===== src/hdl/sorted_list_table_defines.svh =====
// assertion macros for the sorted list table
// used by the top level only, no other dependencies
`ifndef SORTED_LIST_TABLE_DEFINES_SVH
`define SORTED_LIST_TABLE_DEFINES_SVH

// same-cycle implication, checked while out of reset
`define SLT_ASSERT_IMP(label, clk_i, rst_ni, ante, cons) \
    label: assert property (@(posedge clk_i) disable iff (!rst_ni) (ante) |-> (cons)) \
        else $error("sorted_list_table: assertion failed");

// next-cycle implication, checked while out of reset
`define SLT_ASSERT_NXT(label, clk_i, rst_ni, ante, cons) \
    label: assert property (@(posedge clk_i) disable iff (!rst_ni) (ante) |=> (cons)) \
        else $error("sorted_list_table: assertion failed");

`endif


===== src/hdl/slt_pkg.sv =====
// shared types and codes of the sorted list table
// used by slt_ctrl, slt_datapath, sorted_list_table and the testbench; no dependencies
package slt_pkg;

    localparam int REQ_W   = 2;
    localparam int VALUE_W = 32;
    localparam int POS_W   = 7;
    localparam int ST_W    = 2;

    // request codes
    typedef enum logic [REQ_W-1:0] {
        REQ_INSERT    = 2'd0,
        REQ_DEL_REAR  = 2'd1,
        REQ_DEL_FRONT = 2'd2,
        REQ_READ      = 2'd3
    } req_t;

    // result status codes
    typedef enum logic [ST_W-1:0] {
        ST_OK     = 2'd0,
        ST_EMPTY  = 2'd1,
        ST_BADPOS = 2'd2,
        ST_FULL   = 2'd3
    } st_t;

    // controller states
    typedef enum logic [2:0] {
        S_IDLE,
        S_CHECK,
        S_FETCH,
        S_SCAN_RD,
        S_SCAN_CMP,
        S_FINISH
    } state_t;

    // memory read address select
    typedef enum logic [1:0] {
        RD_FRONT,
        RD_REAR,
        RD_POS,
        RD_SCAN
    } rd_sel_t;

    // commands from controller to datapath
    typedef struct packed {
        logic    load_req;
        logic    status_we;
        st_t     status_code;
        logic    rd_en;
        rd_sel_t rd_sel;
        logic    cap_data;
        logic    k_init;
        logic    k_dec;
        logic    wr_en;
        logic    wr_entry;
        logic    cnt_inc;
        logic    cnt_dec;
        logic    head_inc;
        logic    load_out;
    } cmd_t;

    // status from datapath to controller
    typedef struct packed {
        req_t req;
        logic empty;
        logic full;
        logic pos_ok;
        logic k_zero;
        logic ge;
        logic out_free;
    } sts_t;

endpackage


===== src/hdl/slt_ctrl.sv =====
// controller state machine of the sorted list table
// depends on slt_pkg; drives slt_datapath through cmd_t, watches sts_t
module slt_ctrl (
    input  logic          clk,
    input  logic          rst_n,
    input  logic          in_valid,
    output logic          in_ready,
    input  slt_pkg::sts_t sts,
    output slt_pkg::cmd_t cmd
);
    import slt_pkg::*;

    state_t state_reg;
    state_t state_next;

    // state register
    always_ff @(posedge clk or negedge rst_n)
    begin
        if (!rst_n)
        begin
            state_reg <= S_IDLE;
        end
        else
        begin
            state_reg <= state_next;
        end
    end

    // next state
    always_comb
    begin
        state_next = state_reg;
        unique case (state_reg)
            S_IDLE:
            begin
                if (in_valid)
                begin
                    state_next = S_CHECK;
                end
            end
            S_CHECK:
            begin
                unique case (sts.req)
                    REQ_INSERT:
                    begin
                        state_next = sts.full ? S_FINISH : S_SCAN_RD;
                    end
                    REQ_DEL_REAR, REQ_DEL_FRONT:
                    begin
                        state_next = sts.empty ? S_FINISH : S_FETCH;
                    end
                    REQ_READ:
                    begin
                        state_next = (sts.empty || !sts.pos_ok) ? S_FINISH : S_FETCH;
                    end
                endcase
            end
            S_FETCH:
            begin
                state_next = S_FINISH;
            end
            S_SCAN_RD:
            begin
                state_next = sts.k_zero ? S_FINISH : S_SCAN_CMP;
            end
            S_SCAN_CMP:
            begin
                state_next = sts.ge ? S_SCAN_RD : S_FINISH;
            end
            S_FINISH:
            begin
                if (sts.out_free)
                begin
                    state_next = S_IDLE;
                end
            end
            default:
            begin
                state_next = S_IDLE;
            end
        endcase
    end

    // command outputs
    always_comb
    begin
        cmd             = '0;
        cmd.status_code = ST_OK;
        cmd.rd_sel      = RD_FRONT;
        in_ready        = 1'b0;
        unique case (state_reg)
            S_IDLE:
            begin
                in_ready     = 1'b1;
                cmd.load_req = in_valid;
            end
            S_CHECK:
            begin
                unique case (sts.req)
                    REQ_INSERT:
                    begin
                        if (sts.full)
                        begin
                            cmd.status_we   = 1'b1;
                            cmd.status_code = ST_FULL;
                        end
                        else
                        begin
                            cmd.k_init = 1'b1;
                        end
                    end
                    REQ_DEL_REAR:
                    begin
                        if (sts.empty)
                        begin
                            cmd.status_we   = 1'b1;
                            cmd.status_code = ST_EMPTY;
                        end
                        else
                        begin
                            cmd.rd_en  = 1'b1;
                            cmd.rd_sel = RD_REAR;
                        end
                    end
                    REQ_DEL_FRONT:
                    begin
                        if (sts.empty)
                        begin
                            cmd.status_we   = 1'b1;
                            cmd.status_code = ST_EMPTY;
                        end
                        else
                        begin
                            cmd.rd_en  = 1'b1;
                            cmd.rd_sel = RD_FRONT;
                        end
                    end
                    REQ_READ:
                    begin
                        priority if (sts.empty)
                        begin
                            cmd.status_we   = 1'b1;
                            cmd.status_code = ST_EMPTY;
                        end
                        else if (!sts.pos_ok)
                        begin
                            cmd.status_we   = 1'b1;
                            cmd.status_code = ST_BADPOS;
                        end
                        else
                        begin
                            cmd.rd_en  = 1'b1;
                            cmd.rd_sel = RD_POS;
                        end
                    end
                endcase
            end
            S_FETCH:
            begin
                cmd.cap_data = 1'b1;
                unique case (sts.req)
                    REQ_DEL_REAR:
                    begin
                        cmd.cnt_dec = 1'b1;
                    end
                    REQ_DEL_FRONT:
                    begin
                        cmd.cnt_dec  = 1'b1;
                        cmd.head_inc = 1'b1;
                    end
                    REQ_INSERT, REQ_READ:
                    begin
                        cmd.cnt_dec = 1'b0;
                    end
                endcase
            end
            S_SCAN_RD:
            begin
                // reached the front: the new value goes in the first slot
                if (sts.k_zero)
                begin
                    cmd.wr_en   = 1'b1;
                    cmd.cnt_inc = 1'b1;
                end
                else
                begin
                    cmd.rd_en  = 1'b1;
                    cmd.rd_sel = RD_SCAN;
                end
            end
            S_SCAN_CMP:
            begin
                cmd.wr_en = 1'b1;
                if (sts.ge)
                begin
                    // move the entry up one slot and keep scanning
                    cmd.wr_entry = 1'b1;
                    cmd.k_dec    = 1'b1;
                end
                else
                begin
                    cmd.cnt_inc = 1'b1;
                end
            end
            S_FINISH:
            begin
                cmd.load_out = sts.out_free;
            end
            default:
            begin
                in_ready = 1'b0;
            end
        endcase
    end

endmodule


===== src/hdl/slt_datapath.sv =====
// datapath of the sorted list table: circular entry memory, pointers, result register
// depends on slt_pkg; commanded by slt_ctrl
module slt_datapath #(
    parameter int CAPACITY = 64
) (
    input  logic                               clk,
    input  logic                               rst_n,
    input  slt_pkg::cmd_t                      cmd,
    output slt_pkg::sts_t                      sts,
    input  logic [slt_pkg::REQ_W-1:0]          req_type,
    input  logic signed [slt_pkg::VALUE_W-1:0] value,
    input  logic [slt_pkg::POS_W-1:0]          position,
    output logic                               out_valid,
    input  logic                               out_ready,
    output logic [slt_pkg::ST_W-1:0]           status,
    output logic signed [slt_pkg::VALUE_W-1:0] data_out,
    output logic [$clog2(CAPACITY+1)-1:0]      count
);
    import slt_pkg::*;

    localparam int AW = $clog2(CAPACITY);
    localparam int CW = $clog2(CAPACITY + 1);
    localparam int XW = (CW > POS_W) ? CW : POS_W;

    // circular add of a slot offset to the head pointer
    function automatic logic [AW-1:0] wrap_add(input logic [AW-1:0] a, input logic [AW-1:0] b);
        logic [AW:0] s;
        s = {1'b0, a} + {1'b0, b};
        if (s >= (AW+1)'(CAPACITY))
        begin
            s = s - (AW+1)'(CAPACITY);
        end
        return s[AW-1:0];
    endfunction

    logic [VALUE_W-1:0] mem [CAPACITY];

    req_t               req_reg;
    logic [VALUE_W-1:0] value_reg;
    logic [POS_W-1:0]   pos_reg;
    st_t                st_reg;
    logic [VALUE_W-1:0] data_reg;
    logic [VALUE_W-1:0] rdata_reg;

    logic [AW-1:0]      head_reg;
    logic [AW-1:0]      head_next;
    logic [CW-1:0]      count_reg;
    logic [CW-1:0]      count_next;
    logic [CW-1:0]      k_reg;
    logic [CW-1:0]      k_next;

    logic               out_valid_reg;
    st_t                out_st_reg;
    logic [VALUE_W-1:0] out_data_reg;
    logic [CW-1:0]      out_count_reg;

    logic [XW-1:0]      pos_ext;
    logic [XW-1:0]      pos_m1;
    logic [CW-1:0]      cnt_m1;
    logic [CW-1:0]      k_m1;
    logic [AW-1:0]      rd_off;
    logic [AW-1:0]      raddr;
    logic [AW-1:0]      waddr;
    logic [VALUE_W-1:0] wdata;

    // offsets into the sorted order
    assign pos_ext = XW'(pos_reg);
    assign pos_m1  = pos_ext - XW'(1);
    assign cnt_m1  = count_reg - CW'(1);
    assign k_m1    = k_reg - CW'(1);

    // read address select
    always_comb
    begin
        unique case (cmd.rd_sel)
            RD_FRONT: rd_off = '0;
            RD_REAR:  rd_off = AW'(cnt_m1);
            RD_POS:   rd_off = AW'(pos_m1);
            RD_SCAN:  rd_off = AW'(k_m1);
        endcase
    end

    assign raddr = wrap_add(head_reg, rd_off);
    assign waddr = wrap_add(head_reg, AW'(k_reg));
    assign wdata = cmd.wr_entry ? rdata_reg : value_reg;

    // entry memory, one write and one registered read per cycle
    always_ff @(posedge clk)
    begin
        if (cmd.wr_en)
        begin
            mem[waddr] <= wdata;
        end
        if (cmd.rd_en)
        begin
            rdata_reg <= mem[raddr];
        end
    end

    // request word and working result
    always_ff @(posedge clk)
    begin
        if (cmd.load_req)
        begin
            req_reg   <= req_t'(req_type);
            value_reg <= value;
            pos_reg   <= position;
            st_reg    <= ST_OK;
            data_reg  <= '0;
        end
        else
        begin
            if (cmd.status_we)
            begin
                st_reg <= cmd.status_code;
            end
            if (cmd.cap_data)
            begin
                data_reg <= rdata_reg;
            end
        end
    end

    // pointer and counter updates
    always_comb
    begin
        head_next  = head_reg;
        count_next = count_reg;
        k_next     = k_reg;
        if (cmd.head_inc)
        begin
            head_next = wrap_add(head_reg, AW'(1));
        end
        if (cmd.cnt_inc)
        begin
            count_next = count_reg + CW'(1);
        end
        else if (cmd.cnt_dec)
        begin
            count_next = cnt_m1;
        end
        if (cmd.k_init)
        begin
            k_next = count_reg;
        end
        else if (cmd.k_dec)
        begin
            k_next = k_m1;
        end
    end

    always_ff @(posedge clk or negedge rst_n)
    begin
        if (!rst_n)
        begin
            head_reg  <= '0;
            count_reg <= '0;
            k_reg     <= '0;
        end
        else
        begin
            head_reg  <= head_next;
            count_reg <= count_next;
            k_reg     <= k_next;
        end
    end

    // output word register
    always_ff @(posedge clk or negedge rst_n)
    begin
        if (!rst_n)
        begin
            out_valid_reg <= 1'b0;
        end
        else if (cmd.load_out)
        begin
            out_valid_reg <= 1'b1;
        end
        else if (out_ready)
        begin
            out_valid_reg <= 1'b0;
        end
    end

    always_ff @(posedge clk)
    begin
        if (cmd.load_out)
        begin
            out_st_reg    <= st_reg;
            out_data_reg  <= data_reg;
            out_count_reg <= count_reg;
        end
    end

    assign out_valid = out_valid_reg;
    assign status    = out_st_reg;
    assign data_out  = out_data_reg;
    assign count     = out_count_reg;

    // status to the controller
    assign sts.req      = req_reg;
    assign sts.empty    = (count_reg == '0);
    assign sts.full     = (count_reg == CW'(CAPACITY));
    assign sts.pos_ok   = (pos_ext != '0) && (pos_ext <= XW'(count_reg));
    assign sts.k_zero   = (k_reg == '0);
    assign sts.ge       = ($signed(rdata_reg) >= $signed(value_reg));
    assign sts.out_free = !out_valid_reg || out_ready;

endmodule


===== src/hdl/sorted_list_table.sv =====
// sorted_list_table: top level of a bounded table of up to CAPACITY signed 32-bit values
// kept in ascending order, built from slt_ctrl and slt_datapath, using slt_pkg and
// sorted_list_table_defines.svh. Each request word gives one result word (status, data,
// count after the request). Entries sit in a circular memory with separate write and
// registered read ports; delete-front moves the head pointer, delete-rear drops the
// tail, and both read the removed entry, as an in-range read reads its entry; a request
// rejected as empty, full or bad position makes no memory access. An insert walks from
// the tail toward the front, reading each entry equal to or greater than the new value
// and writing it one slot up, then writes the new value in the slot left free. The
// registered memory read in that shift loop sets the insert time. One request is worked
// on at a time; a new one is taken while the previous result word still waits in the
// output register. There is no clearing pass after reset.
`include "sorted_list_table_defines.svh"

module sorted_list_table #(
    parameter int CAPACITY = 64
) (
    input  logic                               clk,
    input  logic                               rst_n,
    input  logic                               in_valid,
    output logic                               in_ready,
    input  logic [slt_pkg::REQ_W-1:0]          req_type,
    input  logic signed [slt_pkg::VALUE_W-1:0] value,
    input  logic [slt_pkg::POS_W-1:0]          position,
    output logic                               out_valid,
    input  logic                               out_ready,
    output logic [slt_pkg::ST_W-1:0]           status,
    output logic signed [slt_pkg::VALUE_W-1:0] data_out,
    output logic [$clog2(CAPACITY+1)-1:0]      count
);
    import slt_pkg::*;

    localparam int CW = $clog2(CAPACITY + 1);

    cmd_t cmd;
    sts_t sts;

    // controller
    slt_ctrl u_ctrl (
        .clk      (clk),
        .rst_n    (rst_n),
        .in_valid (in_valid),
        .in_ready (in_ready),
        .sts      (sts),
        .cmd      (cmd)
    );

    // datapath
    slt_datapath #(
        .CAPACITY (CAPACITY)
    ) u_datapath (
        .clk       (clk),
        .rst_n     (rst_n),
        .cmd       (cmd),
        .sts       (sts),
        .req_type  (req_type),
        .value     (value),
        .position  (position),
        .out_valid (out_valid),
        .out_ready (out_ready),
        .status    (status),
        .data_out  (data_out),
        .count     (count)
    );

    // checks
    `SLT_ASSERT_IMP(a_count_bound, clk, rst_n, out_valid, count <= CW'(CAPACITY))
    `SLT_ASSERT_IMP(a_err_data_zero, clk, rst_n, out_valid && (status != ST_OK), data_out == '0)
    `SLT_ASSERT_IMP(a_no_write_full, clk, rst_n, cmd.wr_en, !sts.full)
    `SLT_ASSERT_NXT(a_busy_after_accept, clk, rst_n, in_valid && in_ready, !in_ready)

endmodule


===== config.mk =====
export PLATFORM = sky130hd
export DESIGN_NAME = sorted_list_table
export DESIGN_NICKNAME = d
export VERILOG_FILES = /design/src/hdl/slt_pkg.sv /design/src/hdl/slt_ctrl.sv /design/src/hdl/slt_datapath.sv /design/src/hdl/sorted_list_table.sv
export VERILOG_INCLUDE_DIRS = /design/src /design/src/hdl
export SDC_FILE = /design/constraint.sdc
export NUM_CORES = 2
export LEC_CHECK = 0
export CORE_MARGIN = 2
export CORE_UTILIZATION = 50
export CTS_BUF_LIST = sky130_fd_sc_hd__clkbuf_16
export DETAILED_ROUTE_END_ITERATION = 12
export DONT_BUFFER_PORTS = 1
export GPL_TIMING_DRIVEN = 0
export SYNTH_ARGS = -nofsm -noshare
export SYNTH_HDL_FRONTEND = slang
export SYNTH_HIERARCHICAL = 1
export SYNTH_SLANG_ARGS = --single-unit
export TNS_END_PERCENT = 10

===== constraint.sdc =====
create_clock -name clk -period 7.3 [get_ports clk]
set_input_delay 1.46 -clock clk [delete_from_list [all_inputs] [get_ports clk]]
set_output_delay 1.46 -clock clk [all_outputs]
set_load 0.03 [all_outputs]

-- Yosys cells after proc, flatten, opt, wreduce, memory -nomap -nowiden
Memories as Yosys holds them, arrays and structs flattened. A register that Yosys moved wholly into a read port is not among the register bits.
Index checks and enable logic that the tools add are counted.
- magnitude comparators: 5
- multiplexer cells: 51
- add/sub/neg operators: 10
- reductions and logical operators: 17
- eq/ne operators: 14
- operators with widths (cell ; number):
    3-bit two-way mux ; 16
    32-bit greater-or-equal comparator ; 1
    32-bit two-way mux ; 1
    7-bit two-way mux ; 4
    3-bit one-hot mux with 3 select lines ; 3
    6-bit one-hot mux with 4 select lines ; 1
    6-bit by 1-bit subtractor with 6-bit output, second input constant ; 4
    7-bit greater-or-equal comparator, second input constant ; 3
    6-bit two-way mux ; 3
    3-bit one-hot mux with 6 select lines ; 1
    1-bit two-way mux ; 17
    6-bit by 6-bit adder with 7-bit output ; 2
    7-bit zero test ; 2
    7-bit by 1-bit subtractor with 7-bit output, second input constant ; 2
    2-bit equality test, second input constant ; 4
    6-bit by 1-bit adder with 7-bit output, second input constant ; 1
    7-bit by 1-bit adder with 7-bit output, second input constant ; 1
    7-bit equality test, second input constant ; 1
    7-bit <= comparator ; 1
    7-bit nonzero test ; 1
    3-bit by 2-bit equality test with 1-bit output, second input constant ; 2
    3-bit equality test, second input constant ; 2
    1-bit one-hot mux with 2 select lines ; 3
    3-bit one-hot mux with 2 select lines ; 1
    other kinds (13) ; 20
- flip-flop bits (word level): 140
- memories: 1
- bits of input ports: 45
- bits in writable memories: 2048
- memories (name ; words ; width ; read ports ; clocked after memory_dff ; write ports ; line ; RTL):
    u_datapath.mem ; 64 ; 32 ; 1 ; 1 ; 1 ; slt_datapath.sv:36 ; logic [VALUE_W-1:0] mem [CAPACITY];

-- Logic depth before layout (Yosys ltp)
- word-level depth: 11
- mapped depth: 25

-- Hierarchy
Netlist, hierarchy kept.
- by module, submodules not included (module ; cells an instance ; sequential area each (um2) ; times used ; area an instance (um2)):
    slt_datapath ; 4339 ; 66128.4 ; 1 ; 86342.8
    slt_ctrl ; 62 ; 75.1 ; 1 ; 488.0

-- Worst setup path after synthesis
Ideal clock, no wire load.
- path type: reg2reg
- from: register u_datapath.rdata_reg[14], read port of u_datapath.mem
- to: memory u_datapath.mem[0][29] (data pin)
- clock period less this slack: 5645 ps
- path slack: 1655 ps
- arrival: 4943 ps
- required time: 6598 ps
- setup time: 702 ps
- stages on the path, launching flop included: 12
- cell sequence: edfxtp_1 -> ha_1 -> a21oi_1 -> nand2_1 -> a21o_1 -> o41ai_1 -> o2111ai_1 -> mux2_2 -> and3_1 -> clkbuf_1 -> clkbuf_1 -> o21ai_0
- RTL lines (item ; line ; RTL):
    start, declared ; slt_datapath.sv:43 ; logic [VALUE_W-1:0] rdata_reg;
    end, declared ; slt_datapath.sv:36 ;

==> run metrics <==
status=finished with violations; violations in the final reports=capacitance limit, slew limit; Fin Clk Skew=54.8 ps; cell type group with the largest total delay on the critical path=buffers and inverters; maximum level of the CTS H-tree=4; Reg2Reg Launch Point=u_datapath/count_reg[3]; post-route fraction of the period consumed by the critical path=95.6%; layout overhead on the synthesized area=16.4%; Antenna Nets Post-Route=0; end point of the critical path=u_datapath/rdata_reg[16]; synthesized area divided by synthesized cell count=19.7 sq um; Vias per Instance=6.25; final setup violation count=0; pin count of the biggest net entering global routing=65; post-synth cell types=70; relative slew slack=-0.850%; Design Area, Final=101000 sq um; async set-reset flop share out of synthesis=1.08%; biggest cell delay along the critical path=530 ps; Setup Buffers After CTS=0; depth of the worst register-to-register path=24; total cell area at the placement stage=93500 sq um; share of the yosys chip area belonging to registers=76.2%; Critical path buffers and inverters=7; worst-case hold slack=266 ps; DRT Pass-1 Iters=6; total via count after detailed routing=45400; final RePlAce weighted congestion=0.949; EDFF count, synth=2162; global-route wire length before repair=335 mm; maximum VDD drop=0.320 mV; register bit count reported by yosys=2220; height of the die=421 um; final worst-path setup slack=319 ps; prevailing post-synth register cell=sky130_fd_sc_hd__edfxtp_1; critical path capture point type=register; number of clock buffers inserted by TritonCTS=222; Total Negative Setup Slacks=0 ps; Top reg by flops=u_datapath/mem; antenna violations before repair=10; Std-Cell Rows=152; maximum operating frequency=143 MHz; count of input and output buffers=0; highest-delay cell along the critical path=sky130_fd_sc_hd__nand4_1; clock period minus final worst setup slack=6980 ps; fraction of final layout cells with drive strength greater than 1=24.5%; clock sink total=2220; unrepaired setup endpoints after global routing=no; final net count=4861; post-synthesis instance area=86800 sq um; clock input transition at the sequential cells of the worst setup and hold paths=70 ps; DRC violation count after routing=0; number of gates on the worst path with buffers counted=24; endpoints failing hold=0; Worst Path Arrival=7570 ps; highest fanout seen on the critical path=10; via count of the first global-routing pass=44100; DIE AREA=177000 sq um; Worst setup SP type=register; top cell type by total area after synthesis=sky130_fd_sc_hd__edfxtp_1; count of synthesis-stage warnings from yosys=6; clock buffer depth=3; Pwr per Cell Area=483 nW/um^2; crit path from=u_datapath/count_reg[3]; Worst Path Required=7890 ps; Max Slew Vio Count=9; worst hold path type=input pin to async pin; Synth area leaders=sky130_fd_sc_hd__edfxtp_1, sky130_fd_sc_hd__mux4_2, sky130_fd_sc_hd__nand2_1; starting density of the core=50.4%; CTS hold repair buffers=0; Syn Nets=4509; dpl ws=-784 ps; average wire length per cell after detail routing=33.0 um; instance count of the mapped netlist=4401; total wirelength of the detailed-routed design=240 mm; WS Path Type=register to register; total gr overflow=0; clk_lat worst skew=880 ps; clock tree from TritonCTS=done; destination of the worst register-to-register timing path=u_datapath/rdata_reg[16]; list of cells traversed by the critical path=clkinv_1, ha_1, and4_1, nand4_1, nand2_1, o41ai_1, a31oi_2, nand2_1, o21ai_1, clkbuf_2, o211ai_1, o21ai_0, ha_1, inv_1, fa_1, buf_2, clkbuf_4, clkbuf_2, buf_2, mux4_2, nand2_1, nand4_1, nand4_1, mux2i_1; Slew @ Worst Pin=1510 ps; root buf cell=sky130_fd_sc_hd__clkbuf_16; Die Span X=421 um; max-cap violations=1; Core Region=172000 sq um; leakage power summed over all cells=32.6 nW; HPWL reported at the end of detailed placement=169 mm; number of flip-flops in the largest register=2048; Worst R2R Setup Slack=320 ps; Global Route Usage Sum=27.3%; total I/O pin count=88; number of design-rule violations left by the first detailed-router iteration=5652; area share of the largest cell type after synthesis=74.8%
-- report_power, final --
part           internal (mW)  switching [mW]  leakage (nW)
registers               16.1           0.556          20.1
clock network           6.22            4.89          3.70
logic                   7.63            13.5          8.87
total                   29.9            18.9          32.6
-- layer usage --
layer	wire length (um)	track usage, %	part of all wire, %
met5	45	0	0.019
met4	9240	9.94	3.9
met3	22000	5.11	9.2
met2	111000	41.9	46
met1	97100	39.6	40
-- cells by family after synthesis --
logic type               Yosys count  synth area share, %
AO/OA/AOI/OAI                    213                 1.70
XOR/XNOR                          38                0.401
adder cells (fa/ha/maj)           63                0.925
buffers and inverters            300                 1.44
flip-flops                      2220                 76.2
multiplexers                     584                 14.1
AND/OR/NAND/NOR                  983                 5.17
-- cell usage after synthesis, types with 5 or more instances --
| cell | number |
|---|---|
| sky130_fd_sc_hd__a31oi_1 | 34 |
| sky130_fd_sc_hd__nand2_1 | 527 |
| sky130_fd_sc_hd__nor2b_1 | 6 |
| sky130_fd_sc_hd__nor3_1 | 7 |
| sky130_fd_sc_hd__o21ai_0 | 54 |
| sky130_fd_sc_hd__and2_0 | 17 |
| sky130_fd_sc_hd__nor2_1 | 118 |
| sky130_fd_sc_hd__buf_1 | 41 |
| sky130_fd_sc_hd__nand2b_1 | 8 |
| sky130_fd_sc_hd__a2111oi_0 | 33 |
| sky130_fd_sc_hd__dfxtp_1 | 34 |
| sky130_fd_sc_hd__xnor2_1 | 22 |
| sky130_fd_sc_hd__a311oi_1 | 32 |
| sky130_fd_sc_hd__nand4_1 | 174 |
| sky130_fd_sc_hd__edfxtp_1 | 2162 |
| sky130_fd_sc_hd__a21o_1 | 10 |
| sky130_fd_sc_hd__mux4_2 | 512 |
| sky130_fd_sc_hd__mux2i_1 | 68 |
| sky130_fd_sc_hd__dfrtp_1 | 24 |
| sky130_fd_sc_hd__xor2_1 | 15 |
| sky130_fd_sc_hd__inv_1 | 51 |
| sky130_fd_sc_hd__ha_1 | 61 |
| sky130_fd_sc_hd__clkbuf_1 | 139 |
| sky130_fd_sc_hd__buf_2 | 56 |
| sky130_fd_sc_hd__nand3_1 | 80 |
| sky130_fd_sc_hd__a21oi_1 | 23 |
| sky130_fd_sc_hd__nand3b_1 | 5 |
| sky130_fd_sc_hd__buf_4 | 6 |
| sky130_fd_sc_hd__and2_1 | 18 |
| sky130_fd_sc_hd__o211ai_1 | 5 |
-- what timing repair did --
| item | CTS | global route |
|---|---|---|
| setup endpoints to repair | 32 | 32 |
| pin swaps | 0 | 1 |
| resized for setup | 55 | 64 |
| cloned | 0 | 0 |
-- how the worst min path moves through the flow --
stage / from / endpoint / cells past startpoint
floorplan: u_datapath/data_reg[0] / u_datapath/data_out[0] / 0
global placement: u_datapath/data_reg[1] / u_datapath/data_out[1] / 0
detailed placement: u_datapath/data_reg[1] / u_datapath/data_out[1] / 0
CTS: rst_n / u_datapath/out_valid / 0
global route: rst_n / u_datapath/out_valid / 0
finish: rst_n / u_datapath/count_reg[6] / 0
-- metrics by stage --
| stage | std cells | power (mW) | utilization [%] |
|---|---|---|---|
| floorplan | 4401 | 28.8 | - |
| global placement | 6711 | 37.0 | 52.1 |
| detailed placement | 6838 | 37.6 | 54.3 |
| CTS | 7253 | 48.8 | 58.6 |
| global route | 7254 | 50.5 | 58.7 |
| finish | 7257 | 48.8 | 58.7 |
-- cell type report --
type / instances / area [sq um]
antenna: 3 / 7.51
clock inverter: 193 / 1620
multi-input combinational: 1881 / 20400
sequential: 2220 / 66200
inverter: 52 / 195
clock buffer: 222 / 5560
fill: 12600 / 71100
buffer: 248 / 1140
timing repair buffer: 128 / 2980
tap: 2310 / 2890
-- layout by cell type (no fill, tap or decap), types with 7 or more instances in the layout --
master	instances
sky130_fd_sc_hd__and2_1	17
sky130_fd_sc_hd__clkbuf_2	41
sky130_fd_sc_hd__clkinv_1	56
sky130_fd_sc_hd__a311oi_1	31
sky130_fd_sc_hd__a21oi_1	23
sky130_fd_sc_hd__nand2_1	527
sky130_fd_sc_hd__a21o_1	10
sky130_fd_sc_hd__nor3_1	7
sky130_fd_sc_hd__nor2_4	65
sky130_fd_sc_hd__mux2i_1	68
sky130_fd_sc_hd__inv_1	106
sky130_fd_sc_hd__bufinv_16	19
sky130_fd_sc_hd__edfxtp_1	2162
sky130_fd_sc_hd__a31oi_1	10
sky130_fd_sc_hd__and2_0	17
sky130_fd_sc_hd__a2111oi_1	7
sky130_fd_sc_hd__clkbuf_16	222
sky130_fd_sc_hd__clkinv_2	39
sky130_fd_sc_hd__xor2_1	14
sky130_fd_sc_hd__xnor2_1	20
sky130_fd_sc_hd__mux4_2	512
sky130_fd_sc_hd__nor2_1	53
sky130_fd_sc_hd__a2111oi_0	25
sky130_fd_sc_hd__clkinv_16	8
sky130_fd_sc_hd__o21ai_0	23
sky130_fd_sc_hd__clkbuf_1	101
sky130_fd_sc_hd__dfrtp_1	24
sky130_fd_sc_hd__nand2b_1	8
sky130_fd_sc_hd__buf_16	57
sky130_fd_sc_hd__buf_12	69
sky130_fd_sc_hd__nand4_1	174
sky130_fd_sc_hd__buf_2	63
sky130_fd_sc_hd__dfxtp_1	34
sky130_fd_sc_hd__a31oi_2	23
sky130_fd_sc_hd__buf_1	27
sky130_fd_sc_hd__o21ai_4	32
sky130_fd_sc_hd__nand3_1	79
sky130_fd_sc_hd__ha_1	61
(Power assumes the default switching activity.)
